[config.mk]
export PLATFORM = sky130hd
export DESIGN_NAME = trapezoid_motion_profiler
export DESIGN_NICKNAME = d
export VERILOG_FILES = /design/src/hw/rtl/tmp_pkg.sv /design/src/hw/rtl/tmp_cfg_regs.sv /design/src/hw/rtl/tmp_front.sv /design/src/hw/rtl/tmp_queue.sv /design/src/hw/rtl/tmp_back.sv /design/src/hw/rtl/trapezoid_motion_profiler.sv
export SDC_FILE = /design/constraint.sdc
export NUM_CORES = 2
export LEC_CHECK = 0
export BUFFER_PORTS_ARGS = -buffer_cell sky130_fd_sc_hd__buf_4
export CORE_UTILIZATION = 55
export DETAILED_ROUTE_END_ITERATION = 6
export PLACE_DENSITY_LB_ADDON = 0.08
export SLEW_MARGIN = 15
export SYNTH_ARGS = -nofsm -noshare
export SYNTH_HDL_FRONTEND = slang
export SYNTH_HIERARCHICAL = 1
export SYNTH_SLANG_ARGS = --single-unit
export TNS_END_PERCENT = 30
[constraint.sdc]
create_clock -name clk -period 10.4 [get_ports clk]
set_input_delay 1.04 -clock clk [delete_from_list [all_inputs] [get_ports clk]]
set_output_delay 1.04 -clock clk [all_outputs]
set_load 0.1 [all_outputs]
[src/hw/rtl/tmp_pkg.sv]
// Shared types, constants and codes for the trapezoid motion profiler.
// Used by every module of the block; depends on nothing.
`timescale 1ns / 1ps
package tmp_pkg;

  localparam int TABLE_DEPTH = 8;
  localparam int IDX_W       = (TABLE_DEPTH > 1) ? $clog2(TABLE_DEPTH) : 1;
  localparam int CNT_W       = $clog2(TABLE_DEPTH + 1);

  localparam int VEL_W  = 18;
  localparam int DIST_W = 32;
  localparam int PROD_W = VEL_W + 16;

  // power of two, so the queue pointers wrap on their own
  localparam int QUEUE_DEPTH = 4;
  localparam int QPTR_W      = $clog2(QUEUE_DEPTH);
  localparam int QCNT_W      = $clog2(QUEUE_DEPTH + 1);

  localparam int CFG_IDX_W  = 4;
  localparam int CFG_DATA_W = 24;

  localparam logic [15:0] RST_TICK_PERIOD   = 16'd3277;
  localparam logic [15:0] RST_ACCEL_STEP    = 16'd983;
  localparam logic [15:0] RST_ALPHA_STEP    = 16'd983;
  localparam logic [23:0] RST_RAMP_DISTANCE = 24'd39322;
  localparam logic [23:0] RST_RAMP_ANGLE    = 24'd39322;
  localparam logic [15:0] RST_STOP_SLACK    = 16'd3277;
  localparam logic [15:0] RST_EMERG_VEL     = 16'd1180;
  localparam logic [15:0] RST_EMERG_OMEGA   = 16'd1180;

  typedef enum logic [1:0] {
    REQ_TICK   = 2'd0,
    REQ_LOAD   = 2'd1,
    REQ_START  = 2'd2,
    REQ_UNUSED = 2'd3
  } req_t;

  typedef enum logic [CFG_IDX_W-1:0] {
    CFG_TICK_PERIOD    = 4'd0,
    CFG_ACCEL_STEP     = 4'd1,
    CFG_ALPHA_STEP     = 4'd2,
    CFG_RAMP_DISTANCE  = 4'd3,
    CFG_RAMP_ANGLE     = 4'd4,
    CFG_STOP_SLACK     = 4'd5,
    CFG_EMERG_VEL      = 4'd6,
    CFG_EMERG_OMEGA    = 4'd7
  } cfg_idx_t;

  typedef enum logic [1:0] {
    CMD_TICK,
    CMD_LOAD,
    CMD_START,
    CMD_NOP
  } cmd_kind_t;

  typedef struct packed {
    cmd_kind_t         kind;
    logic [IDX_W-1:0]  slot;
    logic [DIST_W-1:0] length;
    logic [DIST_W-1:0] angle;
    logic [CNT_W-1:0]  count;
    logic              brake;
    logic              motors_off;
  } cmd_t;

  typedef struct packed {
    logic [15:0] tick_period;
    logic [15:0] accel_step;
    logic [15:0] alpha_step;
    logic [23:0] ramp_distance;
    logic [23:0] ramp_angle;
    logic [15:0] stop_slack;
    logic [15:0] emergency_vel_step;
    logic [15:0] emergency_omega_step;
  } cfg_t;

  // accel end, cruise end, decel end of one axis
  typedef struct packed {
    logic [DIST_W-1:0] acc;
    logic [DIST_W-1:0] hold;
    logic [DIST_W:0]   dec;
  } plan_t;

  typedef enum logic [2:0] {
    B_IDLE,
    B_MUL,
    B_ADD,
    B_UPD,
    B_PLAN
  } back_state_t;

  function automatic plan_t plan_axis(input logic [DIST_W-1:0] total,
                                      input logic [23:0] ramp);
    plan_t p;
    if (DIST_W'({ramp, 1'b0}) >= total) begin
      p.acc  = {1'b0, total[DIST_W-1:1]};
      p.hold = {1'b0, total[DIST_W-1:1]};
      p.dec  = {1'b0, total[DIST_W-1:1], 1'b0};
    end else begin
      p.acc  = DIST_W'(ramp);
      p.hold = total - DIST_W'(ramp);
      p.dec  = {1'b0, total};
    end
    return p;
  endfunction

endpackage

[src/hw/rtl/tmp_cfg_regs.sv]
// Configuration register bank of the motion profiler.
// Depends on tmp_pkg for the register codes and the cfg_t bundle.
`timescale 1ns / 1ps
module tmp_cfg_regs (
  input  logic                           clk,
  input  logic                           rst,
  input  logic                           cfg_valid,
  output logic                           cfg_ready,
  input  logic [tmp_pkg::CFG_IDX_W-1:0]  cfg_index,
  input  logic [tmp_pkg::CFG_DATA_W-1:0] cfg_data,
  output tmp_pkg::cfg_t                  cfg
);

  assign cfg_ready = 1'b1;

  always_ff @(posedge clk) begin
    if (rst) begin
      cfg.tick_period          <= tmp_pkg::RST_TICK_PERIOD;
      cfg.accel_step           <= tmp_pkg::RST_ACCEL_STEP;
      cfg.alpha_step           <= tmp_pkg::RST_ALPHA_STEP;
      cfg.ramp_distance        <= tmp_pkg::RST_RAMP_DISTANCE;
      cfg.ramp_angle           <= tmp_pkg::RST_RAMP_ANGLE;
      cfg.stop_slack           <= tmp_pkg::RST_STOP_SLACK;
      cfg.emergency_vel_step   <= tmp_pkg::RST_EMERG_VEL;
      cfg.emergency_omega_step <= tmp_pkg::RST_EMERG_OMEGA;
    end else if (cfg_valid) begin
      case (cfg_index)
        tmp_pkg::CFG_TICK_PERIOD:   cfg.tick_period          <= cfg_data[15:0];
        tmp_pkg::CFG_ACCEL_STEP:    cfg.accel_step           <= cfg_data[15:0];
        tmp_pkg::CFG_ALPHA_STEP:    cfg.alpha_step           <= cfg_data[15:0];
        tmp_pkg::CFG_RAMP_DISTANCE: cfg.ramp_distance        <= cfg_data[23:0];
        tmp_pkg::CFG_RAMP_ANGLE:    cfg.ramp_angle           <= cfg_data[23:0];
        tmp_pkg::CFG_STOP_SLACK:    cfg.stop_slack           <= cfg_data[15:0];
        tmp_pkg::CFG_EMERG_VEL:     cfg.emergency_vel_step   <= cfg_data[15:0];
        tmp_pkg::CFG_EMERG_OMEGA:   cfg.emergency_omega_step <= cfg_data[15:0];
        default: ;
      endcase
    end
  end

endmodule

[src/hw/rtl/tmp_front.sv]
// Front end: accepts request items and turns them into engine commands.
// Depends on tmp_pkg for cmd_t and the request codes.
`timescale 1ns / 1ps
module tmp_front (
  input  logic         in_valid,
  output logic         in_ready,
  input  logic [1:0]   req_type,
  input  logic [2:0]   slot,
  input  logic [31:0]  length_value,
  input  logic [31:0]  angle_value,
  input  logic [3:0]   entry_total,
  input  logic         obstacle_alarm,
  input  logic         gentle_halt,
  input  logic         drive_enable,
  input  logic         q_full,
  output logic         q_push,
  output tmp_pkg::cmd_t q_cmd
);

  assign in_ready = !q_full;
  assign q_push   = in_valid && !q_full;

  always_comb begin
    q_cmd.slot       = tmp_pkg::IDX_W'(slot);
    q_cmd.length     = length_value;
    q_cmd.angle      = angle_value;
    q_cmd.brake      = obstacle_alarm || gentle_halt;
    q_cmd.motors_off = !drive_enable;
    if (int'(entry_total) > tmp_pkg::TABLE_DEPTH)
      q_cmd.count = tmp_pkg::CNT_W'(tmp_pkg::TABLE_DEPTH);
    else
      q_cmd.count = tmp_pkg::CNT_W'(entry_total);
    case (tmp_pkg::req_t'(req_type))
      tmp_pkg::REQ_TICK:  q_cmd.kind = tmp_pkg::CMD_TICK;
      tmp_pkg::REQ_START: q_cmd.kind = tmp_pkg::CMD_START;
      tmp_pkg::REQ_LOAD: begin
        // a load past the end of the table only reports status
        if (int'(slot) < tmp_pkg::TABLE_DEPTH) q_cmd.kind = tmp_pkg::CMD_LOAD;
        else q_cmd.kind = tmp_pkg::CMD_NOP;
      end
      default: q_cmd.kind = tmp_pkg::CMD_NOP;
    endcase
  end

endmodule

[src/hw/rtl/tmp_queue.sv]
// Short command FIFO between the front end and the engine.
// Depends on tmp_pkg for cmd_t and the queue sizing.
`timescale 1ns / 1ps
module tmp_queue (
  input  logic          clk,
  input  logic          rst,
  input  logic          push,
  input  tmp_pkg::cmd_t din,
  input  logic          pop,
  output tmp_pkg::cmd_t dout,
  output logic          full,
  output logic          empty
);

  tmp_pkg::cmd_t                mem [tmp_pkg::QUEUE_DEPTH];
  logic [tmp_pkg::QPTR_W-1:0]   wr_ptr;
  logic [tmp_pkg::QPTR_W-1:0]   rd_ptr;
  logic [tmp_pkg::QCNT_W-1:0]   count;

  assign full  = (count == tmp_pkg::QCNT_W'(tmp_pkg::QUEUE_DEPTH));
  assign empty = (count == '0);
  assign dout  = mem[rd_ptr];

  always_ff @(posedge clk) begin
    if (push) mem[wr_ptr] <= din;
  end

  always_ff @(posedge clk) begin
    if (rst) begin
      wr_ptr <= '0;
      rd_ptr <= '0;
      count  <= '0;
    end else begin
      if (push) wr_ptr <= wr_ptr + 1'b1;
      if (pop) rd_ptr <= rd_ptr + 1'b1;
      case ({push, pop})
        2'b10:   count <= count + 1'b1;
        2'b01:   count <= count - 1'b1;
        default: count <= count;
      endcase
    end
  end

endmodule

[src/hw/rtl/tmp_back.sv]
// Engine: segment table, planning, per-tick progress and velocity update,
// and the output register. Depends on tmp_pkg.
`timescale 1ns / 1ps
module tmp_back (
  input  logic                clk,
  input  logic                rst,
  input  tmp_pkg::cfg_t       cfg,
  input  logic                q_empty,
  input  tmp_pkg::cmd_t       q_cmd,
  output logic                q_pop,
  output logic                out_valid,
  input  logic                out_ready,
  output logic [17:0]         linear_velocity,
  output logic signed [18:0]  angular_velocity,
  output logic [3:0]          current_entry,
  output logic                run_finished,
  output logic                alarm_active
);

  localparam int VW = tmp_pkg::VEL_W;
  localparam int DW = tmp_pkg::DIST_W;
  localparam int CW = tmp_pkg::CNT_W;

  tmp_pkg::back_state_t state, state_next;

  logic [DW-1:0] length_table [tmp_pkg::TABLE_DEPTH];
  logic [DW-1:0] angle_table  [tmp_pkg::TABLE_DEPTH];

  logic [VW-1:0] velocity, omega;
  logic [DW-1:0] distance_done, angle_done;
  logic [DW-1:0] seg_length, seg_angle;
  tmp_pkg::plan_t plan_d, plan_a;
  logic [CW-1:0] entry_index, entry_count;
  logic          brake, motors_off, alarm;
  logic [tmp_pkg::PROD_W-1:0] prod_v, prod_w;

  logic          out_free, emit;
  logic          take_tick, take_start, take_load;
  logic          do_upd, do_plan;
  logic          complete;
  logic [VW-1:0] vel_new, omg_new;
  logic [DW-1:0] add_d, add_a;
  logic [DW:0]   sum_d, sum_a;
  logic          entry_live;
  logic [DW-1:0] next_len, next_ang;

  function automatic logic [VW-1:0] step_down(input logic [VW-1:0] v,
                                              input logic [15:0] d);
    return (v > VW'(d)) ? v - VW'(d) : '0;
  endfunction

  function automatic logic [VW-1:0] phase(input logic [VW-1:0] v,
                                          input logic [DW-1:0] done,
                                          input tmp_pkg::plan_t p,
                                          input logic [15:0] slack,
                                          input logic [15:0] step);
    logic [VW:0] up;
    up = {1'b0, v} + (VW+1)'(step);
    if (done < p.acc)
      return up[VW] ? '1 : up[VW-1:0];
    else if (done < p.hold)
      return v;
    else if (({1'b0, done} + (DW+1)'(slack)) < p.dec)
      return step_down(v, step);
    else
      return '0;
  endfunction

  assign out_free = !out_valid || out_ready;

  // progress add with saturation at full scale
  always_comb begin
    sum_d = {1'b0, distance_done} + (DW+1)'(prod_v[tmp_pkg::PROD_W-1:16]);
    sum_a = {1'b0, angle_done} + (DW+1)'(prod_w[tmp_pkg::PROD_W-1:16]);
    add_d = sum_d[DW] ? '1 : sum_d[DW-1:0];
    add_a = sum_a[DW] ? '1 : sum_a[DW-1:0];
  end

  // velocity update and completion test on the new progress
  always_comb begin
    vel_new = phase(velocity, distance_done, plan_d, cfg.stop_slack, cfg.accel_step);
    omg_new = phase(omega, angle_done, plan_a, cfg.stop_slack, cfg.alpha_step);
    if (brake) begin
      vel_new = step_down(vel_new, cfg.emergency_vel_step);
      omg_new = step_down(omg_new, cfg.emergency_omega_step);
    end
    if (motors_off) begin
      vel_new = '0;
      omg_new = '0;
    end
    complete = (({1'b0, distance_done} + (DW+1)'(cfg.stop_slack)) >= {1'b0, seg_length}) &&
               (({1'b0, angle_done} + (DW+1)'(cfg.stop_slack)) >= {1'b0, seg_angle});
  end

  always_comb begin
    entry_live = (entry_index < entry_count);
    next_len   = entry_live ? length_table[tmp_pkg::IDX_W'(entry_index)] : '0;
    next_ang   = entry_live ? angle_table[tmp_pkg::IDX_W'(entry_index)] : '0;
  end

  always_comb begin
    state_next = state;
    q_pop      = 1'b0;
    emit       = 1'b0;
    take_tick  = 1'b0;
    take_start = 1'b0;
    take_load  = 1'b0;
    do_upd     = 1'b0;
    do_plan    = 1'b0;
    case (state)
      tmp_pkg::B_IDLE: begin
        if (!q_empty) begin
          case (q_cmd.kind)
            tmp_pkg::CMD_TICK: begin
              q_pop      = 1'b1;
              take_tick  = 1'b1;
              state_next = tmp_pkg::B_MUL;
            end
            tmp_pkg::CMD_START: begin
              q_pop      = 1'b1;
              take_start = 1'b1;
              state_next = tmp_pkg::B_PLAN;
            end
            default: begin
              if (out_free) begin
                q_pop     = 1'b1;
                emit      = 1'b1;
                take_load = (q_cmd.kind == tmp_pkg::CMD_LOAD);
              end
            end
          endcase
        end
      end
      tmp_pkg::B_MUL: state_next = tmp_pkg::B_ADD;
      tmp_pkg::B_ADD: state_next = tmp_pkg::B_UPD;
      tmp_pkg::B_UPD: begin
        if (complete) begin
          do_upd     = 1'b1;
          state_next = tmp_pkg::B_PLAN;
        end else if (out_free) begin
          do_upd     = 1'b1;
          emit       = 1'b1;
          state_next = tmp_pkg::B_IDLE;
        end
      end
      tmp_pkg::B_PLAN: begin
        if (out_free) begin
          do_plan    = 1'b1;
          emit       = 1'b1;
          state_next = tmp_pkg::B_IDLE;
        end
      end
      default: state_next = tmp_pkg::B_IDLE;
    endcase
  end

  always_ff @(posedge clk) begin
    if (rst) state <= tmp_pkg::B_IDLE;
    else state <= state_next;
  end

  always_ff @(posedge clk) begin
    if (take_load) begin
      length_table[q_cmd.slot] <= q_cmd.length;
      angle_table[q_cmd.slot]  <= q_cmd.angle;
    end
  end

  always_ff @(posedge clk) begin
    prod_v <= velocity * cfg.tick_period;
    prod_w <= omega * cfg.tick_period;
  end

  always_ff @(posedge clk) begin
    if (rst) begin
      velocity      <= '0;
      omega         <= '0;
      distance_done <= '0;
      angle_done    <= '0;
      seg_length    <= '0;
      seg_angle     <= '0;
      plan_d        <= '0;
      plan_a        <= '0;
      entry_index   <= '0;
      entry_count   <= '0;
      brake         <= 1'b0;
      motors_off    <= 1'b0;
      alarm         <= 1'b0;
    end else begin
      if (take_tick) begin
        brake      <= q_cmd.brake;
        motors_off <= q_cmd.motors_off;
        alarm      <= q_cmd.brake || q_cmd.motors_off;
      end
      if (take_start) begin
        entry_count <= q_cmd.count;
        entry_index <= '0;
        velocity    <= '0;
        omega       <= '0;
        alarm       <= 1'b0;
      end
      if (state == tmp_pkg::B_ADD) begin
        distance_done <= add_d;
        angle_done    <= add_a;
      end
      if (do_upd) begin
        velocity <= vel_new;
        omega    <= omg_new;
        if (complete && entry_live) entry_index <= entry_index + 1'b1;
      end
      if (do_plan) begin
        seg_length    <= next_len;
        seg_angle     <= next_ang;
        plan_d        <= tmp_pkg::plan_axis(next_len, cfg.ramp_distance);
        plan_a        <= tmp_pkg::plan_axis(next_ang, cfg.ramp_angle);
        distance_done <= '0;
        angle_done    <= '0;
      end
    end
  end

  always_ff @(posedge clk) begin
    if (rst) out_valid <= 1'b0;
    else if (emit) out_valid <= 1'b1;
    else if (out_ready) out_valid <= 1'b0;
  end

  // result payload: the update state shows the freshly computed velocities
  always_ff @(posedge clk) begin
    if (emit) begin
      linear_velocity  <= (state == tmp_pkg::B_UPD) ? vel_new : velocity;
      angular_velocity <= 19'sd0 - signed'({1'b0,
                          ((state == tmp_pkg::B_UPD) ? omg_new : omega)});
      current_entry    <= 4'(entry_index);
      run_finished     <= (entry_index >= entry_count);
      alarm_active     <= (state == tmp_pkg::B_IDLE) ? 1'b0 : alarm;
    end
  end

endmodule

[src/hw/rtl/trapezoid_motion_profiler.sv]
// Top level of the trapezoidal motion profiler: config bank, front end,
// command queue and engine. Depends on tmp_pkg and the tmp_* modules.
//
//   channel  | signals                    | direction | moves
//   ---------+----------------------------+-----------+---------------------------
//   in       | in_valid / in_ready        | into      | request item (tick/load/start)
//   out      | out_valid / out_ready      | out of    | one result item per request
//   cfg      | cfg_valid / cfg_ready      | into      | register index and write data
//
// The front end takes an item every cycle while the 4-entry queue has room. The
// engine handles one item at a time: loads and unused requests in idle, a start via
// the plan state, a tick via the product register, progress add, velocity update
// and, if it ends a segment, the plan state. The tick path sets the rate.
// Synchronous reset clears control state; table entries are undefined until loaded.
// A stalled output holds its result while the queue keeps filling.
`timescale 1ns / 1ps
module trapezoid_motion_profiler (
  input  logic                           clk,
  input  logic                           rst,
  input  logic                           in_valid,
  output logic                           in_ready,
  input  logic [1:0]                     req_type,
  input  logic [2:0]                     slot,
  input  logic [31:0]                    length_value,
  input  logic [31:0]                    angle_value,
  input  logic [3:0]                     entry_total,
  input  logic                           obstacle_alarm,
  input  logic                           gentle_halt,
  input  logic                           drive_enable,
  output logic                           out_valid,
  input  logic                           out_ready,
  output logic [17:0]                    linear_velocity,
  output logic signed [18:0]             angular_velocity,
  output logic [3:0]                     current_entry,
  output logic                           run_finished,
  output logic                           alarm_active,
  input  logic                           cfg_valid,
  output logic                           cfg_ready,
  input  logic [tmp_pkg::CFG_IDX_W-1:0]  cfg_index,
  input  logic [tmp_pkg::CFG_DATA_W-1:0] cfg_data
);

  tmp_pkg::cfg_t cfg;
  tmp_pkg::cmd_t push_cmd, head_cmd;
  logic          q_push, q_pop, q_full, q_empty;

  tmp_cfg_regs u_cfg (
    .clk       (clk),
    .rst       (rst),
    .cfg_valid (cfg_valid),
    .cfg_ready (cfg_ready),
    .cfg_index (cfg_index),
    .cfg_data  (cfg_data),
    .cfg       (cfg)
  );

  tmp_front u_front (
    .in_valid       (in_valid),
    .in_ready       (in_ready),
    .req_type       (req_type),
    .slot           (slot),
    .length_value   (length_value),
    .angle_value    (angle_value),
    .entry_total    (entry_total),
    .obstacle_alarm (obstacle_alarm),
    .gentle_halt    (gentle_halt),
    .drive_enable   (drive_enable),
    .q_full         (q_full),
    .q_push         (q_push),
    .q_cmd          (push_cmd)
  );

  tmp_queue u_queue (
    .clk   (clk),
    .rst   (rst),
    .push  (q_push),
    .din   (push_cmd),
    .pop   (q_pop),
    .dout  (head_cmd),
    .full  (q_full),
    .empty (q_empty)
  );

  tmp_back u_back (
    .clk              (clk),
    .rst              (rst),
    .cfg              (cfg),
    .q_empty          (q_empty),
    .q_cmd            (head_cmd),
    .q_pop            (q_pop),
    .out_valid        (out_valid),
    .out_ready        (out_ready),
    .linear_velocity  (linear_velocity),
    .angular_velocity (angular_velocity),
    .current_entry    (current_entry),
    .run_finished     (run_finished),
    .alarm_active     (alarm_active)
  );

endmodule

==> impl_metrics.ini <==
[outcome]
status = finished with violations
violations = antenna violations

[finish]
final_util_pct = 60.2
nets = 9180
final_cell_mix = 942 x inv_1, 855 x edfxtp_1, 776 x nand2_1
drive_gt1_share_pct = 10.3
final_common_cell = inv_1
fillers = 12900
syn2layout_area_growth_pct = 8.65

[logic_synthesis]
synthMuxAreaShare_pct = 8.01
synth-edff-count = 855
synthArstFlopShare_pct = 0
syn_inst = 7995
synth_top_area_share_pct = 29.7
yosysTopAreaCell = edfxtp_1
yosys.area_share.simple_pct = 11.8
ys_warn_count = 6
synth_fa_ha_area_share_pct = 20.1
synth_top_family_by_area = adder cells
synth.yosys.seq_area_share_pct = 41.1
synthFlopType = edfxtp_1
netlist_area_sq_um = 86600
yosys-top-cells-area = edfxtp_1 30%, dfxtp_1 11%, fa_1 11%, ha_1 9.6%, mux4_2 5.3%
ys_types = 102
synth_area_per_cell_sq_um = 10.8
ys_ff_latch = 1351
synth-compound-area-share_pct = 9.82
synth_xor_area_share_pct = 2.40
syn-num-nets = 9222

[hold_path]
holdPathStages = 1
hold_class = input pin to flip-flop

[setup_path]
worstPathRequired_ns = 10.94
arrival_ns = 10.27
cpPeakStageDelay_ns = 0.54
crit_path_start_kind = flip-flop
critPathCaptureType = flip-flop
slowest_stage = o41ai_1
crit_top_cell = a21oi_1
path_max_fanout = 9
rr_worst_depth = 40
worstSetupPathType = flip-flop to flip-flop

[placed_design]
portBuffers = 153
dp_slack_ns = 0.443
dp_hpwl_um = 170000
place_congestion = 0.948

[drt]
wl_um = 235000
drt_first_pass_iters = 6
ant_nets = 1
dr.first_iter.drc_count = 4490
drc_errors = 0
vias = 59600
viasPerCell = 5.88
avgRoutedWirePerCell_um = 23.2

[sta]
worst_slew_pin_slew_ns = 1.24
relSlewSlack_pct = 16.9
setup_slack_ns = 0.665
finClkSkew_ns = 0.0638
fin_crit_sh_pct = 93.6
layout_min_cycle_time_ns = 9.73
setup_violations = 0
maxClockFrequency_mhz = 103
tns_ns = 0
drv_slew = 0
finalHoldViolCount = 0
rsz0062_at_grt = false

[job]
cap_violations = 0

[die]
die-area_sq_um = 159000
dieHeight_um = 399
start_util_pct = 55.4
core_area_sq_um = 156000
ios = 155
num_rows = 145
die_w_um = 399

[cts]
h-tree-depth = 4
cts_hold_buf = 0
numCtsBuffers = 147
cts_root_buf = clkbuf_16
cts_tree = built
clk_pin_slew_worst_paths_ns = 0.06
clock-sinks = 1351
insertion_delay_ns = 0.82
cts_buffer_depth = 3
cts_setup_buffers = 0

[grt]
grt_max_degree = 166
grt_pass1_wl_um = 360000
grt_use_total_pct = 29.9
grt_pass1_vias = 59800
antenna_found_initial = 7
overflow = 0

[power_and_ir_drop]
leakage_uw = 0.0380
power_per_cell_area_nw_per_um2 = 268
finalPower_uw = 25200
ir_drop_mv = 0.269
==> final timing paths <==
check | startpoint | slack (ns) | endpoint
max reg2reg | u_cfg/cfg[33] | 0.67 | u_back/angular_velocity[18]
max | u_cfg/cfg[33] | 0.67 | u_back/angular_velocity[18]
min reg2reg | u_back/plan_a[91] | 0.44 | u_back/plan_a[91]
min | slot[1] | 0.42 | u_queue/mem[0][71]
==> final cells by class <==
class / instances / area (sq um) / area share (%)
Clock inverter: 75 / 908 / 0.966
Antenna cell: 6 / 15.0 / 0.0160
Inverter: 942 / 3540 / 3.76
Clock buffer: 193 / 3960 / 4.21
Timing Repair Buffer: 273 / 2080 / 2.21
Tap cell: 2058 / 2570 / 2.74
Sequential cell: 1351 / 35600 / 37.9
Multi-Input combinational cell: 5238 / 45300 / 48.2
==> cell families (layout without fill, tap and decap cells) <==
logic type,count (synthesis),in the layout
compound gates,1295,1295
xor+xnor,237,237
fa+ha+maj,1118,1118
buf+inv,1406,1483
flops,1351,1351
mux,434,434
other cells,1,7
simple gates,2153,2153
==> cells in the mapped netlist (203+ instances only) <==
library cell,n
inv_1,942
dfxtp_1,496
edfxtp_1,855
and2_1,206
nor2_1,480
o21ai_0,210
ha_1,663
a21oi_1,380
fa_1,455
clkbuf_1,314
mux4_2,203
nand2_1,776
==> state kept, by name, summed over array words and instances, names as in the netlist, 2 cells and up, named ones only <==
register / cells
u_back/angle_done: 32
u_back/angle_table: 256
u_back/angular_velocity: 19
u_back/current_entry: 4
u_back/distance_done: 32
u_back/entry_count: 4
u_back/entry_index: 4
u_back/length_table: 256
u_back/linear_velocity: 18
u_back/omega: 18
u_back/plan_a: 65
u_back/plan_d: 64
u_back/prod_v: 18
u_back/prod_w: 18
u_back/seg_angle: 31
u_back/seg_length: 32
u_back/state: 3
u_back/velocity: 18
u_cfg/cfg: 144
u_queue/count: 3
u_queue/mem: 300
u_queue/rd_ptr: 2
u_queue/wr_ptr: 2
==> power by group <==
part	internal, uW	switching [uW]
combinational	4670	8550
sequential	6520	274
clock	2940	2260
total	14100	11100
==> per-stage QoR <==
step / hold WS [ns] / std cells / cell area [sq um]
floorplan: 0.417 / 7995 / 86600
global placement: 0.433 / 9862 / 89100
detailed placement: 0.433 / 9862 / 89200
CTS: 0.361 / 10100 / 94000
global route: 0.383 / 10100 / 94000
finish: 0.422 / 10100 / 94100
==> worst max-delay path: cells and delay by family (launching register included) <==
family	cells	cell delay, ns
AO/OA/AOI/OAI	19	4.69
AND/OR/NAND/NOR	15	3.10
adder cells (fa/ha/maj)	3	0.86
flip-flops	1	0.44
XOR/XNOR	2	0.37
buffers and inverters	1	0.06
==> per-layer routing <==
metal,share of wire (%),track usage [%],vias up
li1,-,-,27600
met1,43,40.8,29900
met2,47,48.4,1702
met3,5.9,4.81,386
met4,3.5,10.3,6
met5,0.017,0,-
==> what timing repair did <==
| action | in CTS | in global routing |
|---|---|---|
| gates resized for setup | 0 | 4 |
| hold endpoints to repair | 0 | 0 |
| setup endpoints to repair | 0 | 9 |
No activity file was read; power rests on OpenSTA's default activity.
